**src/u8u16_pkg.sv**
```systemverilog
// ----------------------------------------------------------------------------
// u8u16_pkg: shared types and constants for the UTF-8 to UTF-16 transcoder
// Holds the code point constants and the decode result record that passes
// from the byte decoder to the top level and the output queue.
// ----------------------------------------------------------------------------
package u8u16_pkg;

    localparam int unsigned MaxUnits = 4;

    localparam logic [15:0] REPLACEMENT   = 16'hFFFD;
    localparam logic [15:0] HI_SURR_BASE  = 16'hD800;
    localparam logic [15:0] LO_SURR_BASE  = 16'hDC00;
    localparam logic [20:0] SUPP_OFFSET   = 21'h10000;

    // Lead byte prefixes and masks
    localparam logic [7:0] LEAD2_MASK  = 8'hE0;
    localparam logic [7:0] LEAD2_CODE  = 8'hC0;
    localparam logic [7:0] LEAD3_MASK  = 8'hF0;
    localparam logic [7:0] LEAD3_CODE  = 8'hE0;
    localparam logic [7:0] LEAD4_MASK  = 8'hF8;
    localparam logic [7:0] LEAD4_CODE  = 8'hF0;
    localparam logic [1:0] CONT_TAG    = 2'b10;

    // Open sequence state
    typedef struct packed {
        logic [1:0]  needed;
        logic [1:0]  collected;
        logic [20:0] value;
    } t_seq_state;

    // Everything one input byte produces
    typedef struct packed {
        logic [MaxUnits-1:0][15:0] units;
        logic [2:0]                count;
        t_seq_state                next_seq;
    } t_dec_result;

endpackage

```
**src/u8u16_decode.sv**
```systemverilog
// ----------------------------------------------------------------------------
// u8u16_decode: single-byte UTF-8 decode step
// From one byte, the end mark and the open sequence state, form the list of
// UTF-16 units the byte completes and the sequence state that follows.
// ----------------------------------------------------------------------------
module u8u16_decode (
    input  logic [7:0]              i_byte,
    input  logic                    i_last,
    input  u8u16_pkg::t_seq_state   i_seq,
    output u8u16_pkg::t_dec_result  o_res
);

    // fresh-byte view
    logic                       f_unit_en;
    logic [15:0]                f_unit;
    logic                       f_open;
    logic [1:0]                 f_need;
    logic [20:0]                f_val;

    // continuation view
    logic                       is_cont;
    logic [20:0]                cont_val;
    logic [2:0]                 got;
    logic [20:0]                off;
    logic [2:0]                 nrep;

    always_comb begin
        f_unit_en = 1'b1;
        f_unit    = u8u16_pkg::REPLACEMENT;
        f_open    = 1'b0;
        f_need    = 2'd0;
        f_val     = '0;
        if (i_byte[7] == 1'b0) begin
            f_unit = {8'h00, i_byte};
        end else if ((i_byte & u8u16_pkg::LEAD2_MASK) == u8u16_pkg::LEAD2_CODE) begin
            f_need = 2'd1;
            f_val  = {16'd0, i_byte[4:0]};
        end else if ((i_byte & u8u16_pkg::LEAD3_MASK) == u8u16_pkg::LEAD3_CODE) begin
            f_need = 2'd2;
            f_val  = {17'd0, i_byte[3:0]};
        end else if ((i_byte & u8u16_pkg::LEAD4_MASK) == u8u16_pkg::LEAD4_CODE) begin
            f_need = 2'd3;
            f_val  = {18'd0, i_byte[2:0]};
        end
        // a valid lead that is also the last byte becomes a replacement
        if (f_need != 2'd0 && !i_last) begin
            f_open    = 1'b1;
            f_unit_en = 1'b0;
        end
    end

    assign is_cont  = (i_byte[7:6] == u8u16_pkg::CONT_TAG);
    assign cont_val = {i_seq.value[14:0], i_byte[5:0]};
    assign got      = {1'b0, i_seq.collected} + 3'd1;
    assign off      = cont_val - u8u16_pkg::SUPP_OFFSET;
    assign nrep     = {1'b0, i_seq.collected} + 3'd1;

    always_comb begin
        o_res.units    = {u8u16_pkg::MaxUnits{u8u16_pkg::REPLACEMENT}};
        o_res.count    = 3'd0;
        o_res.next_seq = '0;
        if (i_seq.needed != 2'd0 && is_cont && got >= {1'b0, i_seq.needed}) begin
            // sequence complete: one unit or a surrogate pair
            if (cont_val[20:16] != 5'd0) begin
                o_res.units[0] = u8u16_pkg::HI_SURR_BASE | {5'd0, off[20:10]};
                o_res.units[1] = u8u16_pkg::LO_SURR_BASE | {6'd0, off[9:0]};
                o_res.count    = 3'd2;
            end else begin
                o_res.units[0] = cont_val[15:0];
                o_res.count    = 3'd1;
            end
        end else if (i_seq.needed != 2'd0 && is_cont && !i_last) begin
            // collect and hold
            o_res.next_seq.needed    = i_seq.needed;
            o_res.next_seq.collected = got[1:0];
            o_res.next_seq.value     = cont_val;
        end else if (i_seq.needed != 2'd0) begin
            // failed sequence: replace lead and taken bytes, then rescan
            o_res.units[nrep[1:0]] = f_unit;
            o_res.count            = nrep + {2'd0, f_unit_en};
            if (f_open) begin
                o_res.next_seq.needed = f_need;
                o_res.next_seq.value  = f_val;
            end
        end else begin
            o_res.units[0] = f_unit;
            o_res.count    = {2'd0, f_unit_en};
            if (f_open) begin
                o_res.next_seq.needed = f_need;
                o_res.next_seq.value  = f_val;
            end
        end
    end

endmodule

```
**src/u8u16_out_queue.sv**
```systemverilog
// ----------------------------------------------------------------------------
// u8u16_out_queue: result register for up to four code units
// Load the units of one byte, present the head unit, shift on each
// downstream transaction, and flag the last unit of the group.
// ----------------------------------------------------------------------------
module u8u16_out_queue (
    input  logic                                 i_clk,
    input  logic                                 i_rst_n,
    input  logic                                 i_load,
    input  logic [u8u16_pkg::MaxUnits-1:0][15:0] i_units,
    input  logic [2:0]                           i_count,
    output logic                                 o_can_load,
    output logic                                 o_valid,
    input  logic                                 i_ready,
    output logic [15:0]                          o_code_unit,
    output logic                                 o_run_end
);

    logic [u8u16_pkg::MaxUnits-1:0][15:0] r_units, n_units;
    logic [2:0]                           r_cnt, n_cnt;
    logic                                 pop;

    assign o_valid     = (r_cnt != 3'd0);
    assign pop         = o_valid && i_ready;
    assign o_can_load  = (r_cnt == 3'd0) || (r_cnt == 3'd1 && i_ready);
    assign o_code_unit = r_units[0];
    assign o_run_end   = (r_cnt == 3'd1);

    always_comb begin
        n_units = r_units;
        n_cnt   = r_cnt;
        if (pop) begin
            n_units = {16'd0, r_units[u8u16_pkg::MaxUnits-1:1]};
            n_cnt   = r_cnt - 3'd1;
        end
        if (i_load) begin
            n_units = i_units;
            n_cnt   = i_count;
        end
    end

    always_ff @(posedge i_clk) begin
        r_units <= n_units;
        if (!i_rst_n) begin
            r_cnt <= 3'd0;
        end else begin
            r_cnt <= n_cnt;
        end
    end

endmodule

```
**src/utf8_to_utf16_transcoder_unit.sv**
```systemverilog
// ----------------------------------------------------------------------------
// Timing: a byte's first code unit is offered the cycle after its transaction.
// Throughput: one byte per cycle while the output is ready and each byte yields
//   at most one unit; more units hold the input until the last one is taken.
// Reset: synchronous, active low; clears the open sequence and empties the
//   result register, so no unit is pending afterward.
// ----------------------------------------------------------------------------
// utf8_to_utf16_transcoder_unit: UTF-8 byte stream to UTF-16 code units
// Decode one byte per transaction against the open sequence state, load the
// resulting units into a small result register, draining one per ready cycle.
// ----------------------------------------------------------------------------
module utf8_to_utf16_transcoder_unit (
    input  logic        i_clk,
    input  logic        i_rst_n,
    // byte input channel
    input  logic        i_in_valid,
    output logic        o_in_ready,
    input  logic [7:0]  i_in_byte,
    input  logic        i_end_of_string,
    // code unit output channel
    output logic        o_out_valid,
    input  logic        i_out_ready,
    output logic [15:0] o_code_unit,
    output logic        o_run_end
);

    // Open sequence: continuation bytes needed, taken, and bits gathered.
    u8u16_pkg::t_seq_state  r_seq;
    u8u16_pkg::t_dec_result dec;
    logic                   in_accept;
    logic                   can_load;

    // Decode the byte on the port directly; the result lands in the queue
    // register, so only one decode step sits between registers.
    u8u16_decode u_decode (
        .i_byte  (i_in_byte),
        .i_last  (i_end_of_string),
        .i_seq   (r_seq),
        .o_res   (dec)
    );

    // Take a new byte whenever the result register is empty or releases its
    // last unit in this cycle; a byte with no units needs no room at all,
    // but keeping one rule keeps the input ready free of the payload.
    assign o_in_ready = can_load;
    assign in_accept  = i_in_valid && o_in_ready;

    // Advance the sequence state on every transaction. The decoder already
    // drops the state at the end of a string.
    always_ff @(posedge i_clk) begin
        if (!i_rst_n) begin
            r_seq <= '0;
        end else if (in_accept) begin
            r_seq <= dec.next_seq;
        end
    end

    // Hold the units of one byte and hand them out one per transaction.
    u8u16_out_queue u_out_queue (
        .i_clk       (i_clk),
        .i_rst_n     (i_rst_n),
        .i_load      (in_accept && (dec.count != 3'd0)),
        .i_units     (dec.units),
        .i_count     (dec.count),
        .o_can_load  (can_load),
        .o_valid     (o_out_valid),
        .i_ready     (i_out_ready),
        .o_code_unit (o_code_unit),
        .o_run_end   (o_run_end)
    );

endmodule

```
**config.mk**
```make
export PLATFORM = sky130hd
export DESIGN_NAME = utf8_to_utf16_transcoder_unit
export DESIGN_NICKNAME = d
export VERILOG_FILES = /design/src/u8u16_pkg.sv /design/src/u8u16_decode.sv /design/src/u8u16_out_queue.sv /design/src/utf8_to_utf16_transcoder_unit.sv
export SDC_FILE = /design/constraint.sdc
export NUM_CORES = 1
export LEC_CHECK = 0
export BUFFER_PORTS_ARGS = -buffer_cell sky130_fd_sc_hd__buf_2
export CORE_UTILIZATION = 50
export CTS_BUF_LIST = sky130_fd_sc_hd__clkbuf_8 sky130_fd_sc_hd__clkbuf_16
export DETAILED_ROUTE_END_ITERATION = 7
export HOLD_SLACK_MARGIN = 0.08
export PLACE_DENSITY_LB_ADDON = 0.2
export SLEW_MARGIN = 40
export SYNTH_ARGS = -nofsm -noshare
export SYNTH_HDL_FRONTEND = slang
export SYNTH_SLANG_ARGS = --single-unit
export TNS_END_PERCENT = 30
```
**constraint.sdc**
```tcl
create_clock -name i_clk -period 8.7 [get_ports i_clk]
set_input_delay 1.74 -clock i_clk [delete_from_list [all_inputs] [get_ports i_clk]]
set_output_delay 1.74 -clock i_clk [all_outputs]
set_load 0.05 [all_outputs]
```
==> flow_summary_export.csv, run 1 <==
group,metric,value,unit
setup_path,cp_slowest_stage_delay,0.46,ns
clock_tree,cts_setup_buffers,0,
yosys,async_flop_share,0,
die,start_util,0.515,
final_layout,area_growth,6.10,%
timing,post-route-period-util,0.520,
yosys,postSynthAreaPerCell,10.3,um2
setup_path,slowest_stage,"nand2_2",
setup_path,crit_chain,"buf_2, nand2_2, or3b_4, ha_1, inv_1, fa_1, nand2_1, o22ai_1, o211ai_4, nand2_2, o31a_2",
yosys,syn_area,3740,um2
yosys,ys_ff_latch,66,
drt,totalWireLength,8660,um
global_routing,grt.total_usage,0.239,
timing,period_needed,4.52,ns
clock_tree,h-tree-depth,3,
drt,via_count,2830,
pwr,irDropWorstVdd,127,uV
clock_tree,clkTransAtPathRegs,0.07,ns
yosys,synth-seq-area-share,0.472,
yosys,ys_types,70,
setup_path,crit_arrival,4.61,ns
yosys,yosysWarnings,0,
setup_path,worstSetupPathDepth,11,
drt,dr.first_iter.drc_count,217,
clock_tree,cts.sinks,66,
global_routing,grt_pass1_vias,2527,
final_layout,fill_cells,665,
min_path,hp-class,"reg -> reg",
global_routing,grt_overflow,0,
drt,drc,0,
timing,worstMarginPinSlew,0.837,ns
final_layout,nNetsFinal,399,
timing,finalMaxSlewViolations,0,
clock_tree,cts_resized,0,
die,chipHeight,88.4,um
clock_tree,numCtsBuffers,9,
pwr,powerDensity,299,nW/um2
placed_design,numPortBuffers,31,
die,dieWidth,88.4,um
clock_tree,tritoncts,"yes",
global_routing,grt_pass1_wl,13500,um
global_routing,grt_max_degree,45,
timing,fmax,221,MHz
drt,viasPerCell,5.95,
yosys,syn_inst,363,
timing,grt_setup_unrepaired,"no",
clock_tree,cts_max_path_buffers,2,
timing,finalSetupViolations,0,
flow_run,drv_cap,0,
drt,post_drt_wl_per_cell,18.2,um
final_layout,final_cell_area,3960,um2
timing,setup_tns,0,ns
die,core.rowCount,31,
setup_path,worstSetupStartpointType,"primary input",
timing,hold_violations,0,
pwr,p_leak,1.48,nW
min_path,holdPathStages,2,
yosys,synth_edf_count,44,
final_layout,drive_gt1_frac,0.204,
clock_tree,insertion_delay,0.35,ns
final_layout,antenna_cells,0,
placed_design,place.gp.congestion,0.886,
setup_path,reg2regPathDepth,7,
setup_path,cpLargestDelayFamily,"simple AND/OR/NAND/NOR gates",
drt,drt_pre_antenna_iters,5,
final_layout,mostFrequentLayoutCells,"edfxtp_1, a21oi_1, nand2_1",
clock_tree,clock-root-buffer,"clkbuf_8",
setup_path,endpoint_kind,"register",
setup_path,crit_top_cell,"nand2_2",
setup_path,critical_path_class,"in -> reg",
die,die_area,7820,um2
setup_path,cp_max_fo,25,
status,status,"complete, no violations",
die,core_area,7250,um2
yosys,synth_nets,389,
timing,relSlewSlack,0.442,
timing,whs,0.479,ns
setup_path,cp.required,8.79,ns
yosys,synth_top_flop_cell,"edfxtp_1",
drt,ant_nets,0,
placed_design,hpwl,5890,um
clock_tree,hold_buffers,0,
global_routing,antenna_found_initial,0,
final_layout,final_common_cell,"edfxtp_1",
die,ioPinCount,32,
setup_path,crit_buf_inv,2,
timing,skew,0.00951,ns
pwr,power,1.19,mW
placed_design,placed_cell_area,3790,um2
## metal layers
| layer | track usage | vias to the layer above | routed length (um) | share of wire |
|---|---|---|---|---|
| met3 | 0.0597 | 20 | 506 | 0.058 |
| li1 | - | 1345 | - | - |
| met4 | 0.0909 | 0 | 193 | 0.022 |
| met1 | 0.339 | 1346 | 4100 | 0.47 |
| met2 | 0.351 | 119 | 3860 | 0.45 |
| met5 | 0 | - | 0 | 0 |
## layout make-up
type,count,area (um2),area share
tap,99,124,0.0313
clock inverter,6,51.3,0.0129
inverter,13,48.8,0.0123
clock buffer,9,124,0.0313
timing repair buffer,33,170,0.0429
sequential,66,1760,0.444
multi-input combinational,250,1680,0.425
## final timing paths
kind                     start                      end  slack [ns]
hold / removal       r_seq[11]                r_seq[11]        0.48
setup / recovery  i_in_byte[6]  u_out_queue.r_units[38]        4.18
hold reg to reg      r_seq[11]                r_seq[11]        0.48
setup reg to reg     r_seq[21]  u_out_queue.r_units[38]        5.16
## flip-flops by register name, summed over array words and instances (netlist names)
name                     flops
u_out_queue.r_cnt            3
u_out_queue.r_units         28
r_seq                       19
u_out_queue.o_code_unit     16
## synth_stat cells, types with 3 or more instances
| cell | number | share of area |
|---|---|---|
| buf_6 | 3 | 0.0090 |
| mux2i_1 | 4 | 0.011 |
| buf_2 | 9 | 0.012 |
| o31a_1 | 4 | 0.0094 |
| inv_1 | 13 | 0.013 |
| o31ai_1 | 4 | 0.0080 |
| o2bb2ai_1 | 6 | 0.014 |
| edfxtp_1 | 44 | 0.35 |
| buf_4 | 18 | 0.036 |
| nor3_1 | 6 | 0.0080 |
| o21a_1 | 3 | 0.0060 |
| o21ai_0 | 13 | 0.017 |
| nand3_1 | 10 | 0.013 |
| a22oi_1 | 4 | 0.0080 |
| nand2_1 | 39 | 0.039 |
| mux2_2 | 7 | 0.021 |
| nand2_2 | 3 | 0.0050 |
| o211ai_1 | 5 | 0.010 |
| a31oi_1 | 9 | 0.015 |
| nor2_1 | 26 | 0.026 |
| a21oi_1 | 42 | 0.056 |
| a21o_2 | 4 | 0.0094 |
| ha_1 | 11 | 0.037 |
| dfxtp_1 | 22 | 0.12 |
## metrics by stage
step                       util  instances  setup WS (ns)
final                     0.546        476           4.18
after global routing      0.546        476           3.97
after CTS                 0.546        476           4.22
after detailed placement  0.522        461           3.85
after global placement    0.521        461           3.77
after floorplan               -        363           3.95
## where the power goes
part	leakage (nW)	switching, mW	total [mW]	internal, mW
clock network	0.0989	0.116	0.243	0.127
registers	0.601	0.0282	0.491	0.463
logic	0.779	0.323	0.452	0.128
total	1.48	0.467	1.19	0.718
## worst min-delay path, delay by kind of cell, from the launching register on
kind | cells | cell delay (ns)
and+or+nand+nor | 1 | 0.06
AOI/OAI and AO/OA | 1 | 0.05
DFF | 1 | 0.32
## cells by family (layout without fill, tap and decap cells)
kind of cell    after synthesis  after routing  share of synthesized area
compound gates              118            118                      0.217
xor+xnor                      3              3                    0.00703
fa+ha+maj                    13             13                     0.0476
buf+inv                      47             61                     0.0800
flops                        66             66                      0.472
mux                          11             11                     0.0318
simple gates                105            105                      0.145
(Power assumes the default switching activity.)
==> run 2, diff against run 1 <==
==> constraint.sdc (replaced) <==
create_clock -name i_clk -period 4.2 [get_ports i_clk]
set_input_delay 0.84 -clock i_clk [delete_from_list [all_inputs] [get_ports i_clk]]
set_output_delay 0.84 -clock i_clk [all_outputs]
set_load 0.05 [all_outputs]
==> run 2 against run 1 <==
Effect of this change:
- count of clock-buffer cells in the layout grew 2
- combinational power grew 110%
- clock skew shrank 0.0036 ns
- sequential cell count is the same
- critical path depth grew 1
- hold slack gained 0.0065 ns
- non-clock buffer count grew 2
- utilization grew 0.83 points
- sequential power grew 110%
- worst setup slack lost 3.3 ns
- critical path type unchanged
- critical endpoint is now u_out_queue.o_code_unit[13]
==> flow_summary_export.csv, run 2 (synthesis gave the netlist of run 1 again) <==
group,metric,value,unit
status,status,"complete, no violations",
clock_tree,hold_buffers,0,
final_layout,regArea,1760,um2
global_routing,antenna_found_initial,0,
timing,grt_setup_unrepaired,"no",
global_routing,grt_max_degree,45,
global_routing,grt_pass1_wl,14000,um
global_routing,grt_overflow,0,
clock_tree,cts_setup_buffers,0,
timing,hold_violations,0,
drt,viasPerCell,5.87,
timing,period_needed,3.33,ns
flow_run,drv_cap,0,
final_layout,final_cell_area,4020,um2
final_layout,multiInputGateArea,1680,um2
die,chipHeight,88.4,um
clock_tree,h-tree-depth,3,
final_layout,regMostFlops,"u_out_queue.r_units",
timing,fmax,300,MHz
timing,finalMaxSlewViolations,0,
clock_tree,insertion_delay,0.35,ns
setup_path,reg2regPathDepth,8,
drt,totalWireLength,8780,um
die,die_area,7820,um2
clock_tree,cts.sinks,66,
clock_tree,numCtsBuffers,9,
pwr,internal_power,1.59,mW
setup_path,critical_path_class,"in -> reg",
drt,post_drt_wl_per_cell,18.3,um
pwr,p_clk_frac,0.240,
pwr,pwr-share-comb,0.364,
clock_tree,clock-root-buffer,"clkbuf_8",
die,start_util,0.515,
setup_path,r2r_slack,1.06,ns
min_path,hp-class,"reg -> reg",
die,dieWidth,88.4,um
min_path,hp-start,"r_seq[11]",
clock_tree,clkTransAtPathRegs,0.07,ns
die,core.rowCount,31,
pwr,seq_power_share,0.396,
die,core_area,7250,um2
placed_design,placed_cell_area,3790,um2
placed_design,dp_cells,463,
final_layout,final_common_cell,"edfxtp_1",
pwr,powerDensity,641,nW/um2
setup_path,crit_chain,"buf_2, nand2_2, or3b_4, ha_1, inv_1, fa_1, nand2_1, o22ai_1, o211ai_2, a21oi_1, inv_1, buf_4",
placed_design,hpwl,6010,um
setup_path,r2r-end,"u_out_queue.o_code_unit[13]",
timing,finalSetupViolations,0,
setup_path,crit_top_cell,"inv_1",
timing,post-route-period-util,0.793,
clock_tree,cts_max_path_buffers,2,
min_path,holdPathStages,2,
timing,worstMarginPinSlew,0.561,ns
global_routing,grt.total_usage,0.246,
setup_path,cp_slowest_stage_delay,0.46,ns
final_layout,nNetsFinal,401,
final_layout,fill_cells,649,
setup_path,cp_max_fo,44,
setup_path,cp.required,4.19,ns
pwr,p_sw,0.985,mW
setup_path,worstSetupStartpointType,"primary input",
final_layout,mostFrequentLayoutCells,"edfxtp_1, a21oi_1, nand2_1",
drt,drc,0,
final_layout,antenna_cells,0,
timing,setup_tns,0,ns
setup_path,endpoint_kind,"register",
die,ioPinCount,32,
drt,ant_nets,0,
global_routing,grt_pass1_vias,2602,
setup_path,timing.rr.start,"r_seq[21]",
placed_design,place.gp.congestion,0.877,
clock_tree,tritoncts,"yes",
drt,via_count,2814,
setup_path,slowest_stage,"buf_4",
min_path,hold_end,"r_seq[11]",
drt,dr.first_iter.drc_count,210,
timing,skew,0.00596,ns
clock_tree,cts_resized,0,
pwr,p_leak,1.51,nW
final_layout,final-instance-count-excl-fill,479,
final_layout,utilization,0.555,
placed_design,numPortBuffers,31,
timing,relSlewSlack,0.626,
final_layout,largest_reg_flops,28,
pwr,p_sw_frac,0.382,
final_layout,drive_gt1_frac,0.216,
pwr,irDropWorstVdd,356,uV
setup_path,crit_arrival,3.32,ns
final_layout,area_growth,7.70,%
drt,drt_pre_antenna_iters,5,
## run 2: worst max-delay path by stage
stage,from,end,slack (ns),cells past startpoint
4_1_cts,i_in_byte[5],u_out_queue.o_code_unit[13],0.90,12
6_report,i_in_byte[6],u_out_queue.o_code_unit[13],0.87,12
2_1_floorplan,i_in_byte[5],u_out_queue.o_code_unit[0],0.35,11
5_1_grt,i_in_byte[5],u_out_queue.o_code_unit[8],0.74,12
3_3_place_gp,i_in_byte[5],u_out_queue.o_code_unit[9],0.61,12
3_5_place_dp,i_in_byte[6],u_out_queue.o_code_unit[7],0.53,12
## run 2: per-layer routing
metal / track usage / routed length [um]
met3: 0.0485 / 542
met2: 0.385 / 4190
met1: 0.342 / 3940
met4: 0.0821 / 113
met5: 0 / 0
## run 2: stage by stage
stage | power [mW] | setup WS (ns) | hold slack, ns
floorplan | 1.86 | 0.354 | 0.445
global placement | 1.95 | 0.607 | 0.465
detailed placement | 1.97 | 0.530 | 0.472
CTS | 2.58 | 0.901 | 0.485
global route | 2.71 | 0.741 | 0.507
finish | 2.58 | 0.871 | 0.486
## run 2: cell type report
type,count,share of cell area
flip-flops and latches,66,0.438
multi-input cells,250,0.416
repair buffers,35,0.0460
clock buffers,11,0.0376
well taps,99,0.0308
clock inverters,5,0.0193
inverters,13,0.0121
## run 2: critical path: cells and delay by family
kind                     cells  cell delay [ns]
buffers and inverters        4             0.78
adder cells (fa/ha/maj)      2             0.62
AND/OR/NAND/NOR              3             0.61
AO/OA/AOI/OAI                3             0.43
## run 2: power groups by stage
stage / clock network (mW) / registers, mW / logic (mW)
finish: 0.619 / 1.02 / 0.938
global route: 0.653 / 1.04 / 1.02
CTS: 0.622 / 1.02 / 0.940
detailed placement: 0 / 1.04 / 0.935
global placement: 0 / 1.02 / 0.928
floorplan: 0 / 1.02 / 0.838
